==> config.mk <==
export PLATFORM = sky130hd
export DESIGN_NAME = utf8_replace_invalid_stream_unit
export DESIGN_NICKNAME = d
export VERILOG_FILES = /design/src/rtl/utf8ri_pkg.sv /design/src/rtl/utf8ri_front.sv /design/src/rtl/utf8ri_queue.sv /design/src/rtl/utf8ri_back.sv /design/src/rtl/utf8_replace_invalid_stream_unit.sv
export VERILOG_INCLUDE_DIRS = /design/src /design/src/rtl
export SDC_FILE = /design/constraint.sdc
export NUM_CORES = 1
export LEC_CHECK = 0
export BUFFER_PORTS_ARGS = -buffer_cell sky130_fd_sc_hd__clkbuf_2
export CORE_ASPECT_RATIO = 0.6
export CORE_MARGIN = 2
export CORE_UTILIZATION = 55
export DETAILED_ROUTE_END_ITERATION = 10
export GPL_TIMING_DRIVEN = 0
export PLACE_DENSITY = 0.79
export SLEW_MARGIN = 20
export SYNTH_ARGS = -nofsm -noshare
export SYNTH_HDL_FRONTEND = slang
export SYNTH_SLANG_ARGS = --single-unit
==> constraint.sdc <==
create_clock -name clock -period 9.42 [get_ports clock]
set_input_delay 0.471 -clock clock [delete_from_list [all_inputs] [get_ports clock]]
set_output_delay 0.471 -clock clock [all_outputs]
set_load 0.03 [all_outputs]
==> src/rtl/utf8_replace_invalid_stream_unit_defines.svh <==
// Assertion macros shared by the UTF-8 sanitizer RTL.
`ifndef UTF8_REPLACE_INVALID_STREAM_UNIT_DEFINES_SVH
`define UTF8_REPLACE_INVALID_STREAM_UNIT_DEFINES_SVH

// Same-cycle implication, off during reset.
`define UTF8RI_ASSERT_IMPL(label, clk, rst, ante, cons) \
   label: assert property (@(posedge clk) disable iff (rst) (ante) |-> (cons)) \
      else $error("utf8ri: same-cycle check failed");

// Next-cycle implication, off during reset.
`define UTF8RI_ASSERT_NEXT(label, clk, rst, ante, cons) \
   label: assert property (@(posedge clk) disable iff (rst) (ante) |=> (cons)) \
      else $error("utf8ri: next-cycle check failed");

`endif

==> src/rtl/utf8ri_pkg.sv <==
// Package: types and constants of the UTF-8 sanitizer.
`default_nettype none
package utf8ri_pkg;

   localparam int QUEUE_DEPTH_DEF = 4;

   // Replacement character U+FFFD in UTF-8
   localparam logic [7:0] REP_BYTE0 = 8'hEF;
   localparam logic [7:0] REP_BYTE1 = 8'hBF;
   localparam logic [7:0] REP_BYTE2 = 8'hBD;

   // Position inside an EF BF BD triple
   localparam logic [1:0] TRI_FIRST  = 2'd0;
   localparam logic [1:0] TRI_SECOND = 2'd1;
   localparam logic [1:0] TRI_THIRD  = 2'd2;

   // Work for the back end: reps replacements, then pass_cnt raw bytes.
   typedef struct packed {
      logic [2:0]      reps;
      logic [2:0]      pass_cnt;
      logic [3:0][7:0] bytes;
      logic            last;
   } cmd_type;

endpackage
`default_nettype wire

==> src/rtl/utf8ri_front.sv <==
// Front end: holds pending sequence bytes and turns input words into commands.
`default_nettype none
`include "utf8_replace_invalid_stream_unit_defines.svh"
module utf8ri_front (
   input  wire logic               clock,
   input  wire logic               reset,
   input  wire logic               req_push,
   input  wire logic [7:0]         req_byte,
   input  wire logic               req_last,
   input  wire logic               q_full,
   output logic                    q_wr,
   output utf8ri_pkg::cmd_type     q_cmd
);

   logic [1:0] pend_cnt_ff, pend_cnt_in;
   logic [2:0] exp_len_ff, exp_len_in;
   logic [7:0] pend_ff [3];

   logic       accept;
   logic       active;
   logic       cont_ok;
   logic       complete;
   logic       lead_ascii;
   logic [2:0] lead_len;
   logic       go_lead;
   logic       lead_rep;
   logic [2:0] rej_reps;
   logic [2:0] reps;
   logic [2:0] pass_cnt;
   logic [1:0] src_n;
   logic       pend_wr;
   logic [1:0] pend_wr_idx;
   logic [1:0] cnt_mid;

   assign accept = req_push && !q_full;
   assign active = (pend_cnt_ff != 2'd0);

   // Lead byte class
   always_comb begin
      lead_ascii = !req_byte[7];
      if (req_byte >= 8'hC2 && req_byte <= 8'hDF) begin
         lead_len = 3'd2;
      end else if (req_byte >= 8'hE0 && req_byte <= 8'hEF) begin
         lead_len = 3'd3;
      end else if (req_byte >= 8'hF0 && req_byte <= 8'hF4) begin
         lead_len = 3'd4;
      end else begin
         lead_len = 3'd0;
      end
   end

   // Continuation check, with the second-byte range limits after E0, ED, F0, F4
   always_comb begin
      cont_ok = (req_byte[7:6] == 2'b10);
      if (pend_cnt_ff == 2'd1) begin
         if (pend_ff[0] == 8'hE0 && req_byte < 8'hA0) cont_ok = 1'b0;
         if (pend_ff[0] == 8'hED && req_byte >= 8'hA0) cont_ok = 1'b0;
         if (pend_ff[0] == 8'hF0 && req_byte < 8'h90) cont_ok = 1'b0;
         if (pend_ff[0] == 8'hF4 && req_byte >= 8'h90) cont_ok = 1'b0;
      end
   end

   assign complete = (({1'b0, pend_cnt_ff} + 3'd1) == exp_len_ff);

   always_comb begin
      go_lead     = 1'b0;
      lead_rep    = 1'b0;
      rej_reps    = 3'd0;
      pass_cnt    = 3'd0;
      src_n       = 2'd0;
      pend_wr     = 1'b0;
      pend_wr_idx = 2'd0;
      cnt_mid     = pend_cnt_ff;
      exp_len_in  = exp_len_ff;

      priority if (!active) begin
         go_lead = 1'b1;
      end else if (!cont_ok) begin
         // lead and held continuations each become a replacement
         go_lead  = 1'b1;
         rej_reps = {1'b0, pend_cnt_ff};
      end else if (complete) begin
         src_n      = pend_cnt_ff;
         pass_cnt   = {1'b0, pend_cnt_ff} + 3'd1;
         cnt_mid    = 2'd0;
         exp_len_in = 3'd0;
      end else begin
         pend_wr     = 1'b1;
         pend_wr_idx = pend_cnt_ff;
         cnt_mid     = pend_cnt_ff + 2'd1;
      end

      if (go_lead) begin
         cnt_mid    = 2'd0;
         exp_len_in = 3'd0;
         priority if (lead_ascii) begin
            pass_cnt = 3'd1;
         end else if (lead_len != 3'd0) begin
            pend_wr     = 1'b1;
            pend_wr_idx = 2'd0;
            cnt_mid     = 2'd1;
            exp_len_in  = lead_len;
         end else begin
            lead_rep = 1'b1;
         end
      end

      reps        = rej_reps + {2'b00, lead_rep};
      pend_cnt_in = cnt_mid;
      if (req_last) begin
         // end of text: every held byte becomes a replacement
         reps        = reps + {1'b0, cnt_mid};
         pend_cnt_in = 2'd0;
         exp_len_in  = 3'd0;
      end
   end

   always_comb begin
      q_cmd.reps     = reps;
      q_cmd.pass_cnt = pass_cnt;
      q_cmd.last     = req_last;
      for (int i = 0; i < 3; i++) begin
         q_cmd.bytes[i] = (2'(i) < src_n) ? pend_ff[i] : req_byte;
      end
      q_cmd.bytes[3] = req_byte;
   end

   assign q_wr = accept && ((reps != 3'd0) || (pass_cnt != 3'd0));

   always_ff @(posedge clock) begin
      if (reset) begin
         pend_cnt_ff <= 2'd0;
         exp_len_ff  <= 3'd0;
      end else if (accept) begin
         pend_cnt_ff <= pend_cnt_in;
         exp_len_ff  <= exp_len_in;
      end
   end

   always_ff @(posedge clock) begin
      if (accept && pend_wr) begin
         pend_ff[pend_wr_idx] <= req_byte;
      end
   end

   `UTF8RI_ASSERT_IMPL(a_len_above_cnt, clock, reset, pend_cnt_ff != 2'd0, exp_len_ff > 3'(pend_cnt_ff))
   `UTF8RI_ASSERT_NEXT(a_last_flushes, clock, reset, accept && req_last, pend_cnt_ff == 2'd0 && exp_len_ff == 3'd0)

endmodule
`default_nettype wire

==> src/rtl/utf8ri_queue.sv <==
// Command queue between front end and back end.
`default_nettype none
`include "utf8_replace_invalid_stream_unit_defines.svh"
module utf8ri_queue #(
   parameter int DEPTH = utf8ri_pkg::QUEUE_DEPTH_DEF
) (
   input  wire logic                 clock,
   input  wire logic                 reset,
   input  wire logic                 wr,
   input  wire utf8ri_pkg::cmd_type  wr_data,
   output logic                      full,
   input  wire logic                 rd,
   output utf8ri_pkg::cmd_type       rd_data,
   output logic                      empty
);

   localparam int PTR_W = (DEPTH > 1) ? $clog2(DEPTH) : 1;
   localparam int CNT_W = $clog2(DEPTH + 1);

   utf8ri_pkg::cmd_type slot_ff [DEPTH];
   logic [PTR_W-1:0] wr_ptr_ff, wr_ptr_in;
   logic [PTR_W-1:0] rd_ptr_ff, rd_ptr_in;
   logic [CNT_W-1:0] count_ff, count_in;
   logic             do_wr;
   logic             do_rd;

   assign full    = (count_ff == CNT_W'(DEPTH));
   assign empty   = (count_ff == '0);
   assign do_wr   = wr && !full;
   assign do_rd   = rd && !empty;
   assign rd_data = slot_ff[rd_ptr_ff];

   always_comb begin
      wr_ptr_in = wr_ptr_ff;
      rd_ptr_in = rd_ptr_ff;
      count_in  = count_ff;
      if (do_wr) begin
         wr_ptr_in = (wr_ptr_ff == PTR_W'(DEPTH - 1)) ? '0 : wr_ptr_ff + 1'b1;
      end
      if (do_rd) begin
         rd_ptr_in = (rd_ptr_ff == PTR_W'(DEPTH - 1)) ? '0 : rd_ptr_ff + 1'b1;
      end
      if (do_wr && !do_rd) begin
         count_in = count_ff + 1'b1;
      end else if (do_rd && !do_wr) begin
         count_in = count_ff - 1'b1;
      end
   end

   always_ff @(posedge clock) begin
      if (reset) begin
         wr_ptr_ff <= '0;
         rd_ptr_ff <= '0;
         count_ff  <= '0;
      end else begin
         wr_ptr_ff <= wr_ptr_in;
         rd_ptr_ff <= rd_ptr_in;
         count_ff  <= count_in;
      end
   end

   always_ff @(posedge clock) begin
      if (do_wr) begin
         slot_ff[wr_ptr_ff] <= wr_data;
      end
   end

   `UTF8RI_ASSERT_IMPL(a_no_write_when_full, clock, reset, full, !wr)

endmodule
`default_nettype wire

==> src/rtl/utf8ri_back.sv <==
// Back end: expands each command into output words, one per cycle while rsp_pop is held.
`default_nettype none
`include "utf8_replace_invalid_stream_unit_defines.svh"
module utf8ri_back (
   input  wire logic                 clock,
   input  wire logic                 reset,
   input  wire utf8ri_pkg::cmd_type  q_cmd,
   input  wire logic                 q_empty,
   output logic                      q_rd,
   output logic                      rsp_empty,
   input  wire logic                 rsp_pop,
   output logic [7:0]                rsp_byte,
   output logic                      rsp_is_replacement,
   output logic                      rsp_run_last,
   output logic                      rsp_text_end
);

   utf8ri_pkg::cmd_type cur_ff;
   logic       busy_ff, busy_in;
   logic [2:0] rep_left_ff, rep_left_in;
   logic [1:0] tri_ff, tri_in;
   logic [1:0] pass_idx_ff, pass_idx_in;

   logic       in_rep;
   logic       fire;
   logic       final_word;
   logic       take;

   assign in_rep = (rep_left_ff != 3'd0);
   assign fire   = busy_ff && rsp_pop;

   always_comb begin
      if (in_rep) begin
         unique case (tri_ff)
            utf8ri_pkg::TRI_FIRST:  rsp_byte = utf8ri_pkg::REP_BYTE0;
            utf8ri_pkg::TRI_SECOND: rsp_byte = utf8ri_pkg::REP_BYTE1;
            default:                rsp_byte = utf8ri_pkg::REP_BYTE2;
         endcase
         final_word = (tri_ff == utf8ri_pkg::TRI_THIRD) && (rep_left_ff == 3'd1) &&
                      (cur_ff.pass_cnt == 3'd0);
      end else begin
         rsp_byte   = cur_ff.bytes[pass_idx_ff];
         final_word = ({1'b0, pass_idx_ff} == (cur_ff.pass_cnt - 3'd1));
      end
   end

   assign rsp_empty          = !busy_ff;
   assign rsp_is_replacement = in_rep;
   assign rsp_run_last       = final_word;
   assign rsp_text_end       = final_word && cur_ff.last;

   // next command is pulled as the current one delivers its final word, or at once when idle
   assign take = !busy_ff || (fire && final_word);
   assign q_rd = take && !q_empty;

   always_comb begin
      busy_in     = busy_ff;
      rep_left_in = rep_left_ff;
      tri_in      = tri_ff;
      pass_idx_in = pass_idx_ff;
      if (take) begin
         busy_in     = !q_empty;
         rep_left_in = q_cmd.reps;
         tri_in      = utf8ri_pkg::TRI_FIRST;
         pass_idx_in = 2'd0;
      end else if (fire) begin
         if (in_rep) begin
            if (tri_ff == utf8ri_pkg::TRI_THIRD) begin
               tri_in      = utf8ri_pkg::TRI_FIRST;
               rep_left_in = rep_left_ff - 3'd1;
            end else begin
               tri_in = tri_ff + 2'd1;
            end
         end else begin
            pass_idx_in = pass_idx_ff + 2'd1;
         end
      end
   end

   always_ff @(posedge clock) begin
      if (reset) begin
         busy_ff     <= 1'b0;
         rep_left_ff <= 3'd0;
         tri_ff      <= utf8ri_pkg::TRI_FIRST;
         pass_idx_ff <= 2'd0;
      end else begin
         busy_ff     <= busy_in;
         rep_left_ff <= rep_left_in;
         tri_ff      <= tri_in;
         pass_idx_ff <= pass_idx_in;
      end
   end

   always_ff @(posedge clock) begin
      if (q_rd) begin
         cur_ff <= q_cmd;
      end
   end

   `UTF8RI_ASSERT_IMPL(a_pass_has_bytes, clock, reset, busy_ff && !in_rep, cur_ff.pass_cnt != 3'd0)
   `UTF8RI_ASSERT_IMPL(a_rep_bound, clock, reset, busy_ff, rep_left_ff <= 3'd4 && tri_ff != 2'd3)

endmodule
`default_nettype wire

==> src/rtl/utf8_replace_invalid_stream_unit.sv <==
// UTF-8 sanitizer: passes well-formed UTF-8, replaces bad bytes with EF BF BD.
// Input words enter at up to one per cycle while the command queue has room; each
// input word yields 0 to 12 output words, and the back end delivers one output word
// per cycle while rsp_pop is held, so a byte that is replaced costs three output words.
// The first output word of an input is written into the command queue at the edge that
// accepts it, then loaded into the back-end register, and only then is on the result
// ports, where it can be popped. Up to QUEUE_DEPTH decoded commands wait between the
// front end and the back end, so input keeps flowing while the output side stalls,
// until the queue fills. An input that only extends a pending sequence gives no output.
`default_nettype none
module utf8_replace_invalid_stream_unit #(
   parameter int QUEUE_DEPTH = utf8ri_pkg::QUEUE_DEPTH_DEF
) (
   input  wire logic       clock,
   input  wire logic       reset,
   input  wire logic       req_push,
   output logic            req_full,
   input  wire logic [7:0] req_byte,
   input  wire logic       req_last,
   output logic            rsp_empty,
   input  wire logic       rsp_pop,
   output logic [7:0]      rsp_byte,
   output logic            rsp_is_replacement,
   output logic            rsp_run_last,
   output logic            rsp_text_end
);

   utf8ri_pkg::cmd_type wr_cmd;
   utf8ri_pkg::cmd_type rd_cmd;
   logic q_wr;
   logic q_full;
   logic q_rd;
   logic q_empty;

   assign req_full = q_full;

   utf8ri_front u_front (
      .clock    (clock),
      .reset    (reset),
      .req_push (req_push),
      .req_byte (req_byte),
      .req_last (req_last),
      .q_full   (q_full),
      .q_wr     (q_wr),
      .q_cmd    (wr_cmd)
   );

   utf8ri_queue #(
      .DEPTH (QUEUE_DEPTH)
   ) u_queue (
      .clock   (clock),
      .reset   (reset),
      .wr      (q_wr),
      .wr_data (wr_cmd),
      .full    (q_full),
      .rd      (q_rd),
      .rd_data (rd_cmd),
      .empty   (q_empty)
   );

   utf8ri_back u_back (
      .clock              (clock),
      .reset              (reset),
      .q_cmd              (rd_cmd),
      .q_empty            (q_empty),
      .q_rd               (q_rd),
      .rsp_empty          (rsp_empty),
      .rsp_pop            (rsp_pop),
      .rsp_byte           (rsp_byte),
      .rsp_is_replacement (rsp_is_replacement),
      .rsp_run_last       (rsp_run_last),
      .rsp_text_end       (rsp_text_end)
   );

endmodule
`default_nettype wire
---- Yosys cells after proc, flatten, opt, wreduce, memory -nomap -nowiden ----
Memories as Yosys holds them, arrays and structs flattened. A register that Yosys moved wholly into a read port is not among the register bits.
Index checks and enable logic that the tools add are counted.
cells by class
  add/sub/neg operators ................... 12
  $lt $le $gt $ge ......................... 14
  eq/ne operators ......................... 14
  mux-type cells .......................... 73
  bitwise gates (word level) .............. 1
  reduce and logical (&&, ||, !) cells .... 47
operators with widths
  operator                                                              count
  3-bit two-way mux                                                     23
  2-bit two-way mux                                                     21
  8-bit >= comparator (second input constant)                           5
  8-bit two-way mux                                                     5
  8-bit == test (second input constant)                                 4
  8-bit <= comparator (second input constant)                           3
  1-bit two-way mux                                                     22
  3-bit nonzero test                                                    7
  1-bit logical AND                                                     20
  8-bit binary-select mux with 2-bit select                             1
  8-bit < comparator (second input constant)                            2
  7-bit case mux with 2 select lines                                    1
  2-bit by 1-bit adder with 2-bit output (second input constant)        5
  2-bit nonzero test                                                    5
  3-bit by 1-bit subtractor with 3-bit output (second input constant)   3
  2-bit == test (second input constant)                                 4
  3-bit zero test                                                       2
  1-bit zero test                                                       5
  2-bit by 1-bit == test with 1-bit output (second input constant)      2
  1-bit by 2-bit < comparator with 1-bit output (first input constant)  2
  2-bit AND reduction                                                   2
  4-bit AND reduction                                                   1
  2-bit by 1-bit adder with 3-bit output (second input constant)        1
  3-bit by 1-bit adder with 3-bit output                                1
  13 further kinds                                                      14
word-level totals
  register bits ........................... 56
  bits in writable memories ............... 180
  bits of input ports ..................... 13
  output and inout port bits .............. 13
  logic and storage cells ................. 178
  memories kept ........................... 2
memories
  name             depth  width  rd ports  clocked after Yosys merged registers in  wr ports  line                source
  u_queue.slot_ff  4      39     1         1                                        1         utf8ri_queue.sv:20  utf8ri_pkg::cmd_type slot_ff [DEPTH];
  u_front.pend_ff  3      8      3         0                                        1         utf8ri_front.sv:17  logic [7:0] pend_ff [3];

---- Depth between registers and ports, before layout ----
Gate-level depths: netlist (run 1).
An unclocked memory read counts as a cell.
  depth in word-level cells ............... 22
  gate-level depth with buffers ........... 20
  mapped depth without buffers ............ 20

---- Cells and area by module ----
From an unflattened synthesis (run 1), not the netlist that was laid out.
second synthesis, totals
  cell total of the unflattened synthesis .. 543
  area, all modules ....................... 9908.3 um^2
modules (own cells, without submodules)
  module        instances  cells an instance  area each (um^2)  seq. area each (um^2)
  utf8ri_queue  1          253                6113.4            4864.7
  utf8ri_back   1          133                1948.1            1241.2
  utf8ri_front  1          157                1846.8            820.8

---- Worst setup path after synthesis (run 1) ----
Ideal clock, no wire load.
  path type ............................... input-to-reg
  start point ............................. input req_byte[5]
  end point ............................... memory u_queue.slot_ff[3][0] (netlist name) (enable)
  setup time .............................. 0.400 ns
  data arrival time ....................... 3.994 ns
  data required time ...................... 9.020 ns
  slack ................................... 5.025 ns
  stages .................................. 14
  buffers on the path ..................... 1
  cells stage by stage .................... clkbuf_2 > a31o_2 > a31oi_2 > o21ai_4 > and3_1 > ha_1 > ha_1 > fa_1 > nand2_1 > xnor2_1 > nor4_1 > o32a_4 > inv_1 > and2_1
RTL lines
  element      line                                    source
  from (decl)  utf8_replace_invalid_stream_unit.sv:18  input wire logic [7:0] req_byte,
  to (decl)    utf8ri_queue.sv:20

==> key figures, run 1 <==
Layout
  • Nets: 609
  • Post-layout util: 63.97%
  • Share of layout cells above drive strength 1: 27.97%
  • Area Growth Syn to Fin: 13.48%
  • Antenna diodes: 0

Clocking
  • Root buf cell: clkbuf_16
  • H-Tree Depth: 1
  • Post-CTS Resized: 0
  • Hold-fix buffers, CTS: 0
  • Worst-path clk slew: 0.07 ns
  • TritonCTS Buffers: 21
  • Clk sink count: approximately 240
  • Bufs on Longest Clock Path: 3
  • Post CTS Setup Buffer Count: 0
  • Clock latency on the worst-skew pair: 0.50 ns
  • CTS tree: done

Timing
  • Final Hold Viols: 0
  • Unrepaired setup endpoints after global routing: false
  • Final period util: 52.86%
  • Slew Viols, Final: 0
  • Minimum clock period: 4.979 ns
  • Slew HR: 41.40%
  • Setup tns final: 0 ns
  • FMAX: 0.2008 GHz
  • Post-route setup slack: roughly 4.4 ns
  • Clock Skew: 0.01344 ns
  • Final Setup Violations: 0
  • Measured slew at the worst slew-check pin: between 0.8 and 0.9 ns

Synthesis
  • Post-synth EDFFs: 216
  • Multiplexer share of the synthesized area: 14.13%
  • Post-synthesis xor/xnor area fraction: 0.9924%
  • Commonest register cell after synthesis: edfxtp_1
  • Mapped Cells: 523
  • Synth Area in Simple Gates: around 5.5%
  • Post-Synth Adder-Cell Area: 2.603%
  • Most common cell in the synthesized netlist: edfxtp_1
  • Mapped cell area: ~9700 um^2
  • Synth top cells by count: 216 x edfxtp_1, 47 x mux4_2, 22 x dfxtp_1, 22 x mux2_2, 20 x inv_1
  • Synthesized Nets: ~560
  • Largest family of logic cells by synthesized area: multiplexers
  • Area share of the largest cell type after synthesis: 66.81%
  • #FFs+latches synth: between 200 and 250
  • Synth area leaders: edfxtp_1 67%, mux4_2 11%, dfxtp_1 4.5%
  • Synth Area in Compound Gates: 3.815%
  • Avg Inst Size Synth: 18.56 um^2
  • Area leader, netlist: edfxtp_1
  • Yosys warnings: 0
  • Asr flop ratio synth: 0%
  • Synth cell types: 57
  • Sequential fraction of the synthesis area: about 70%

Drt
  • Drt total wl: 19880 um
  • Vias: approximately 5.0k
  • Via/cell ratio: ~6.1
  • Final ANT Viol Nets: 0
  • Post-route DRC: 0
  • DRT iter0 DRCs: 680
  • DRT Pass-1 Iters: 5
  • Wirelength per Cell: 24.12 um

Floorplan
  • IO Pins: 26
  • Horiz. Die Dim: 175.5 um
  • Initial Util: 56.37%
  • Core Rows: 37
  • Core area: roughly 17000 um^2
  • Die footprint: roughly 19000 um^2
  • Die height: ~110 um

Worst setup path
  • Max stage delay on crit path: 0.46 ns
  • Crit start category: flip-flop
  • Worst Path Max Fanout: 9
  • Setup crit end kind: flip-flop
  • Most used cell, CP: ha_1
  • CP arrival: 5.40 ns
  • CP delay by family, top: adder cells
  • Register-to-Register Setup Slack: 4.44 ns
  • CP max-delay cell: fa_1
  • Required @ worst endpoint: 9.84 ns
  • Buffers and inverters on the worst path: 4
  • Cells along the critical path: buf_2, inv_1, ha_1, nor2_1, o21ai_4, and3_1, ha_1, ha_1, fa_1, nand2_1, xnor2_1, nor4_1, o32a_4, inv_1, ha_1, inv_1, fa_1, xor2_1, or3_1, a21oi_1
  • Crit Path Category: flip-flop to flip-flop

Placement
  • PortBufs: 24
  • Pre-CTS setup slack: between 4 and 5 ns
  • Hpwl dp: between 10000 and 15000 um
  • GP Congestion: 0.8258

Run status
  • Status: completed

Power and ir drop
  • Pint: 2.196 mW
  • Share of power burned in registers: 45.4%
  • LEAKAGE: 3.694 nW
  • Switching share of power: between 20% and 30%
  • Total power draw: roughly 3 mW
  • Comb power frac: 23.3%
  • Proportion of power drawn by the clock network: 31.3%
  • Power per standard cell area: ~280 nW/um^2
  • Psw: about 850 uW
  • Peak supply drop: 0.1598 mV

Global route
  • Initial antenna violation count: 0
  • Grt total ovfl: 0
  • Total GRT Usage: 22.32%
  • Vias in the first global route: around 5.0k
  • First-pass GRT wire length: 30590 um
  • Largest net degree at the start of global routing: 25

Min path
  • Hold Path Class: input port to flip-flop

Run
  • Max cap viols: 0
## cell usage in the layout, fill, tap and decap left out, types with 3 or more instances in the layout
master	count
edfxtp_1	216
mux4_2	47
clkbuf_2	25
mux2_2	22
dfxtp_1	22
clkbuf_16	21
inv_1	19
nor2_1	18
ha_1	17
nand2_1	14
a21oi_1	11
buf_2	10
o21ai_0	9
nand2b_1	9
xor2_1	8
clkbuf_1	8
nor3_1	8
bufinv_16	6
nand4_1	5
nand3_1	5
mux2i_1	5
buf_12	5
a21o_1	4
a31o_2	4
and2_2	4
clkinv_2	4
or3_1	3
xnor2_1	3
nor2b_1	3
clkinv_1	3
nor4_1	3
o21a_1	3
and3_1	3
o2bb2ai_1	3
## flip-flops by register name (all words and copies together), names as in the netlist, 3 cells and up, named ones only
signal              cells
u_queue.slot_ff       156
u_queue.count_ff        3
u_back.cur_ff          36
u_back.rep_left_ff      3
u_front.pend_ff        24
u_front.exp_len_ff      3
## power groups by stage
stage	clock (mW)	combinational (mW)	sequential (mW)
after floorplan	0	0.499	1.38
after global placement	0	0.666	1.40
after detailed placement	0	0.711	1.40
after CTS	0.967	0.715	1.38
after global routing	1.01	0.771	1.39
final	0.954	0.710	1.38
## worst register-to-register path: cells and delay by family, from the launching register on
| kind | cells | cell delay [ns] |
|---|---|---|
| compound gates | 3 | 0.61 |
| xor+xnor | 2 | 0.41 |
| fa+ha+maj | 6 | 1.90 |
| buf+inv | 4 | 0.59 |
| flops | 1 | 0.36 |
| simple gates | 5 | 1.02 |
## worst paths after layout
path                           from                    end  cells after the start
min                     req_byte[5]  u_front.pend_ff[0][5]                      1
max          u_front.pend_cnt_ff[0]    u_queue.count_ff[2]                     20
min reg2reg   u_front.exp_len_ff[2]  u_front.exp_len_ff[2]                      1
max reg2reg  u_front.pend_cnt_ff[0]    u_queue.count_ff[2]                     20
## routing by layer
metal | vias to the layer above | track usage [%] | share of wire (%)
met4 | 0 | 3.660 | 1.3
met3 | 23 | 3.723 | 7.0
met5 | - | 0 | 0
met2 | 195 | 34.31 | 46
met1 | 2617 | 34.71 | 46
li1 | 2196 | - | -
## kinds of logic after synthesis
kind of cell,Yosys count
and+or+nand+nor,92
DFF,238
muxes,75
adders and majority gates,19
buffers and inverters,39
xor gates and xnor gates,11
AOI/OAI and AO/OA,49
## through the flow
step	cell area (um^2)	std cells	hold WS [ns]
after floorplan	9708	523	0.4709
after global placement	10120	781	0.4820
after detailed placement	10250	788	0.5000
after CTS	11020	824	0.2543
after global routing	11020	824	0.2750
final	11020	824	0.2692
## cell type report
class / instances / area, um^2
sequential: 238 / 6927
fill: 1162 / 6205
multi-input combinational: 246 / 2640
clock buffer: 23 / 553.0
tap: 234 / 292.8
timing repair buffer: 31 / 230.2
clock inverter: 13 / 216.5
buffer: 18 / 78.83
inverter: 21 / 78.83
(Power assumes the default switching activity.)
==> run 2, diff against run 1 <==
==> constraint.sdc (replaced) <==
create_clock -name clock -period 5.1 [get_ports clock]
set_input_delay 0.255 -clock clock [delete_from_list [all_inputs] [get_ports clock]]
set_output_delay 0.255 -clock clock [all_outputs]
set_load 0.03 [all_outputs]
==> key figures, run 2 (same netlist as run 1, synthesis figures left out) <==
Worst setup path
  • Crit start category: flip-flop
  • CP endpoint: u_queue.count_ff[2]
  • CP startpoint: u_front.pend_cnt_ff[0]
  • Register-to-Register Setup Slack: roughly 0.22 ns
  • Setup crit end kind: flip-flop
  • Crit Path Category: flip-flop to flip-flop
  • FF-to-FF path depth: 20
  • Reg2reg end: u_queue.count_ff[2]
  • Crit Reg-Reg Startpoint: u_front.pend_cnt_ff[0]
  • Required @ worst endpoint: 5.52 ns
  • Worst Path Max Fanout: 9
  • CP arrival: 5.31 ns

Timing
  • Measured slew at the worst slew-check pin: 0.8745 ns
  • Unrepaired setup endpoints after global routing: false
  • FMAX: 0.2048 GHz
  • Final Hold Viols: 0
  • Final period util: a little over nine tenths
  • Slew HR: about two fifths
  • Clock Skew: around 0.015 ns
  • Minimum clock period: roughly 4.9 ns
  • Slew Viols, Final: 0
  • Post-route setup slack: 0.2160 ns
  • Setup tns final: 0 ns
  • Final Setup Violations: 0
  • Final Hold Slack: 0.04718 ns

Global route
  • Initial antenna violation count: 0
  • First-pass GRT wire length: just over 30000 um
  • Met1 Track Usage GR: 34.71%
  • Grt total ovfl: 0
  • Total GRT Usage: 22.32%
  • Vias in the first global route: 5025
  • Gr busiest metal: met1
  • Largest net degree at the start of global routing: 25
  • Met2 Use GR: 34.31%
  • GR Layer Usage met3: roughly 3.7%

Clocking
  • Root buf cell: clkbuf_16
  • Hold-fix buffers, CTS: 0
  • Post CTS Setup Buffer Count: 0
  • Post-CTS Resized: 0
  • CTS tree: done
  • Clock latency on the worst-skew pair: 0.50 ns
  • TritonCTS Buffers: 21
  • Bufs on Longest Clock Path: 3
  • Worst-path clk slew: 0.07 ns
  • H-Tree Depth: 1
  • Clk sink count: roughly 240

Layout
  • Commonest non-fill, non-tap cell in the layout: edfxtp_1
  • Post-layout util: between 60% and 70%
  • Max FFs per register: roughly 160
  • Biggest regs: u_queue.slot_ff x156, u_back.cur_ff x36, u_front.pend_ff x24
  • Nets: approximately 610
  • Antenna diodes: 0
  • Most frequent cells in the layout: 216 x edfxtp_1, 47 x mux4_2, 25 x clkbuf_2
  • Area Growth Syn to Fin: 13.51%
  • Post-Layout Cell Count: 824
  • Share of layout cells above drive strength 1: 28.14%
  • Final Cell Area: 11020 um^2
  • Top reg by flops: u_queue.slot_ff

Run status
  • Status: completed

Power and ir drop
  • Pint: 4.056 mW
  • Total power draw: between 5 and 6 mW
  • Peak supply drop: approximately 0.3 mV
  • Power per standard cell area: 511.3 nW/um^2
  • Share of power burned in registers: roughly 45%
  • Psw: 1.578 mW
  • Proportion of power drawn by the clock network: 31.3%
  • LEAKAGE: 3.694 nW
  • Switching share of power: around 28%
  • Comb power frac: a little under a quarter

Placement
  • Cells after DPL: 788
  • Hpwl dp: 12900 um
  • GP Congestion: 0.8258
  • Pre-CTS setup slack: 0.2087 ns
  • DP Area: ~10000 um^2
  • PortBufs: 24

Drt
  • Drt total wl: 19860 um
  • DRT Pass-1 Iters: 6
  • Final ANT Viol Nets: 0
  • Vias: 4989
  • Via/cell ratio: 6.055
  • Post-route DRC: 0
  • DRT iter0 DRCs: 678
  • Wirelength per Cell: between 20 and 25 um

Floorplan
  • IO Pins: 26
  • Die footprint: 18760 um^2
  • Core Rows: 37
  • Horiz. Die Dim: 175.5 um
  • Die height: 106.9 um
  • Initial Util: 56.37%
  • Core area: 17220 um^2

Run
  • Max cap viols: 0

Min path
  • Hold Path Class: input port to flip-flop
==> run 2: changes by cell type in the layout (fill, tap and decap cells not counted) <==
cell    delta
nor2_2     +1
nor2_1     -1
==> run 2: how the worst min path moves through the flow <==
stage	depth (start not counted)	startpoint	endpoint
after global placement	2	u_queue.wr_ptr_ff[1]	u_queue.wr_ptr_ff[1]
final	1	req_byte[5]	u_front.pend_ff[0][5]
after floorplan	0	req_byte[0]	u_front.pend_ff[0][0]
after global routing	1	req_byte[5]	u_front.pend_ff[0][5]
after detailed placement	1	u_front.exp_len_ff[2]	u_front.exp_len_ff[2]
after CTS	1	req_byte[5]	u_front.pend_ff[0][5]
==> run 2: routing by layer <==
metal	share of wire, %	vias up
li1	-	2198
met1	46	2576
met2	45	192
met3	7.1	23
met4	1.3	0
met5	0	-
==> run 2: cell type report <==
class / count / area, um^2
sequential: 238 / 6927
clock buffer: 23 / 553.0
buffer: 18 / 78.83
fill: 1161 / 6202
multi-input combinational: 246 / 2643
timing repair buffer: 31 / 230.2
tap: 234 / 292.8
inverter: 21 / 78.83
clock inverter: 13 / 216.5
==> run 2: power by group through the flow <==
stage | Combinational, mW | Sequential (mW) | Clock, mW
floorplan | 0.922 | 2.56 | 0
global placement | 1.23 | 2.58 | 0
detailed placement | 1.31 | 2.59 | 0
CTS | 1.32 | 2.56 | 1.79
global route | 1.42 | 2.58 | 1.86
finish | 1.31 | 2.56 | 1.76
==> run 2: critical path, stage by stage (launching register included) <==
cell	delay (ns)
dfxtp_1	0.36
buf_2	0.21
inv_1	0.15
ha_1	0.27
nor2_2	0.21
o21ai_4	0.16
and3_1	0.22
ha_1	0.19
ha_1	0.32
fa_1	0.43
nand2_1	0.09
xnor2_1	0.22
nor4_1	0.12
o32a_4	0.26
inv_1	0.14
ha_1	0.23
inv_1	0.08
fa_1	0.46
xor2_1	0.19
or3_1	0.32
a21oi_1	0.16
==> run 3, diff against run 2 <==
--- a/config.mk
+++ b/config.mk
@@ -6,6 +6,7 @@
 export SDC_FILE = /design/constraint.sdc
 export NUM_CORES = 1
 export LEC_CHECK = 0
+export ABC_AREA = 1
 export BUFFER_PORTS_ARGS = -buffer_cell sky130_fd_sc_hd__clkbuf_2
 export CORE_ASPECT_RATIO = 0.6
 export CORE_MARGIN = 2
==> key figures, run 3 <==
Layout
  • Nets: 904
  • Post-Layout Cell Count: ~1.1k
  • Biggest regs: u_queue.slot_ff x156, u_back.cur_ff x36, u_front.pend_ff x24
  • Area Growth Syn to Fin: 13.09%
  • Max FFs per register: 156
  • Most frequent cells in the layout: 216 x edfxtp_1, 154 x nor2_1, 111 x o21ai_0
  • Final Cell Area: 11080 um^2
  • Top reg by flops: u_queue.slot_ff
  • Antenna diodes: 0
  • Share of layout cells above drive strength 1: roughly 11%
  • Commonest non-fill, non-tap cell in the layout: edfxtp_1

Run status
  • Status: completed

Clocking
  • Clock latency on the worst-skew pair: 0.50 ns
  • Bufs on Longest Clock Path: 3
  • Clk sink count: approximately 240
  • Root buf cell: clkbuf_16
  • Worst-path clk slew: 0.07 ns
  • Post CTS Setup Buffer Count: 0
  • TritonCTS Buffers: 21
  • CTS tree: done
  • H-Tree Depth: 1

Timing
  • Measured slew at the worst slew-check pin: 0.8868 ns
  • Final period util: 90.84%
  • FMAX: 0.2158 GHz
  • Final Hold Viols: 0
  • Unrepaired setup endpoints after global routing: false
  • Setup tns final: 0 ns
  • Clock Skew: 0.009301 ns
  • Minimum clock period: 4.633 ns
  • Slew HR: approximately two fifths
  • Slew Viols, Final: 0
  • Final Setup Violations: 0
  • Final Hold Slack: roughly 0.068 ns

Worst setup path
  • Most used cell, CP: nand2_1
  • Required @ worst endpoint: around 5.5 ns
  • Max stage delay on crit path: approximately 0.60 ns
  • Buffers and inverters on the worst path: 6
  • CP delay by family, top: adder cells
  • CP arrival: 5.02 ns
  • Crit start category: flip-flop
  • Crit Path Category: flip-flop to flip-flop
  • CP max-delay cell: dfxtp_1
  • Worst Path Max Fanout: 9
  • Setup crit end kind: flip-flop

Synthesis
  • #FFs+latches synth: 238
  • Post-synth EDFFs: 216
  • Area share of the largest cell type after synthesis: between 60% and 70%
  • Mapped Cells: 817
  • Synth top cells by count: 216 x edfxtp_1, 158 x nor2_1, 111 x o21ai_0
  • Most common cell in the synthesized netlist: edfxtp_1
  • Synth cell types: 38
  • Asr flop ratio synth: 0%
  • Synth area leaders: edfxtp_1 66%, nor2_1 6.1%, o21ai_0 5.7%
  • Sequential fraction of the synthesis area: 70.72%
  • Area leader, netlist: edfxtp_1
  • Synthesized Nets: 849
  • Avg Inst Size Synth: 11.99 um^2
  • Commonest register cell after synthesis: edfxtp_1
  • Mapped cell area: 9794 um^2
  • Yosys warnings: 0

Floorplan
  • Die height: approximately 110 um
  • Die footprint: 18930 um^2
  • Initial Util: between 50% and 60%
  • IO Pins: 26
  • Core area: 17270 um^2
  • Horiz. Die Dim: 176.3 um
  • Core Rows: 37

Drt
  • Final ANT Viol Nets: 0
  • DRT iter0 DRCs: between 900 and 1k
  • Post-route DRC: 0
  • DRT Pass-1 Iters: 5
  • Wirelength per Cell: approximately 20 um
  • Drt total wl: 22760 um
  • Vias: 6505
  • Via/cell ratio: 5.803

Power and ir drop
  • Peak supply drop: 0.2099 mV
  • Total power draw: 5.645 mW
  • Power per standard cell area: slightly above 500 nW/um^2
  • LEAKAGE: 3.940 nW

Placement
  • Cells after DPL: 1082
  • GP Congestion: 0.7902
  • PortBufs: 25
  • Hpwl dp: 15890 um
  • DP Area: 10380 um^2

Run
  • Max cap viols: 0

Global route
  • Met1 Track Usage GR: approximately 40%
  • Largest net degree at the start of global routing: 39
  • First-pass GRT wire length: 34650 um
  • Grt total ovfl: 0
  • Total GRT Usage: about a quarter
  • GR Layer Usage met3: ~6.7%
  • Initial antenna violation count: 1
  • Met2 Use GR: approximately a third
  • Vias in the first global route: 6111
  • Gr busiest metal: met1

Min path
  • Hold Path Class: input port to flip-flop
-- run 3: area by class of cell --
class / instances / area, um^2
fillers: 1274 / 6191
plain buffers: 35 / 145.1
inverters: 62 / 232.7
well taps: 234 / 292.8
clock buffers: 21 / 525.5
repair buffers: 32 / 262.8
clock inverters: 17 / 160.2
flip-flops and latches: 238 / 6927
multi-input cells: 482 / 2531
-- run 3: power by group --
group | internal [mW] | leakage [nW] | switching (mW)
clock | 0.906 | 0.334 | 0.689
sequential | 2.52 | 2.17 | 0.106
combinational | 0.370 | 1.44 | 1.05
-- run 3: final timing paths --
| kind | slack (ns) | startpoint | cells past startpoint | to |
|---|---|---|---|---|
| min reg2reg | 0.50 | u_back.tri_ff[0] | 2 | u_back.tri_ff[0] |
| min | 0.07 | reset | 2 | u_front.exp_len_ff[2] |
| max reg2reg | 0.47 | u_front.pend_cnt_ff[0] | 27 | u_queue.count_ff[2] |
| max | 0.47 | u_front.pend_cnt_ff[0] | 27 | u_queue.count_ff[2] |
-- run 3: routing by layer --
metal  up-vias  routed length [um]  share of wire, %
met5         -                   0                 0
met4         0                 282               1.2
met3        28                3116                14
met2       357                9504                42
met1      3101                9858                43
li1       3019                   -                 -
-- run 3: per-stage QoR --
| step | utilization [%] | setup WS [ns] |
|---|---|---|
| after detailed placement | 60.09 | 0.5601 |
| after floorplan | - | 0.2566 |
| final | 64.15 | 0.4671 |
| after CTS | 64.12 | 0.5403 |
| after global routing | 64.15 | 0.08029 |
| after global placement | 59.14 | -1.220 |
-- run 3: logic make-up (layout without fill, tap and decap cells) --
group                    count (synthesis)  after routing  share of synthesized area [%]
AND/OR/NAND/NOR                        264            264                          11.31
flip-flops                             238            238                          70.72
XOR/XNOR                                 6              6                         0.5365
buffers and inverters                   97            167                          3.858
adder cells (fa/ha/maj)                 19             19                          2.580
AO/OA/AOI/OAI                          193            193                          11.00
-- run 3: timing repair --
action / CTS / global route
hold buffers: 1 / 0
endpoints found under the hold margin: 4 / 0
endpoints found under the setup margin: 0 / 0
resized for setup: 0 / 0
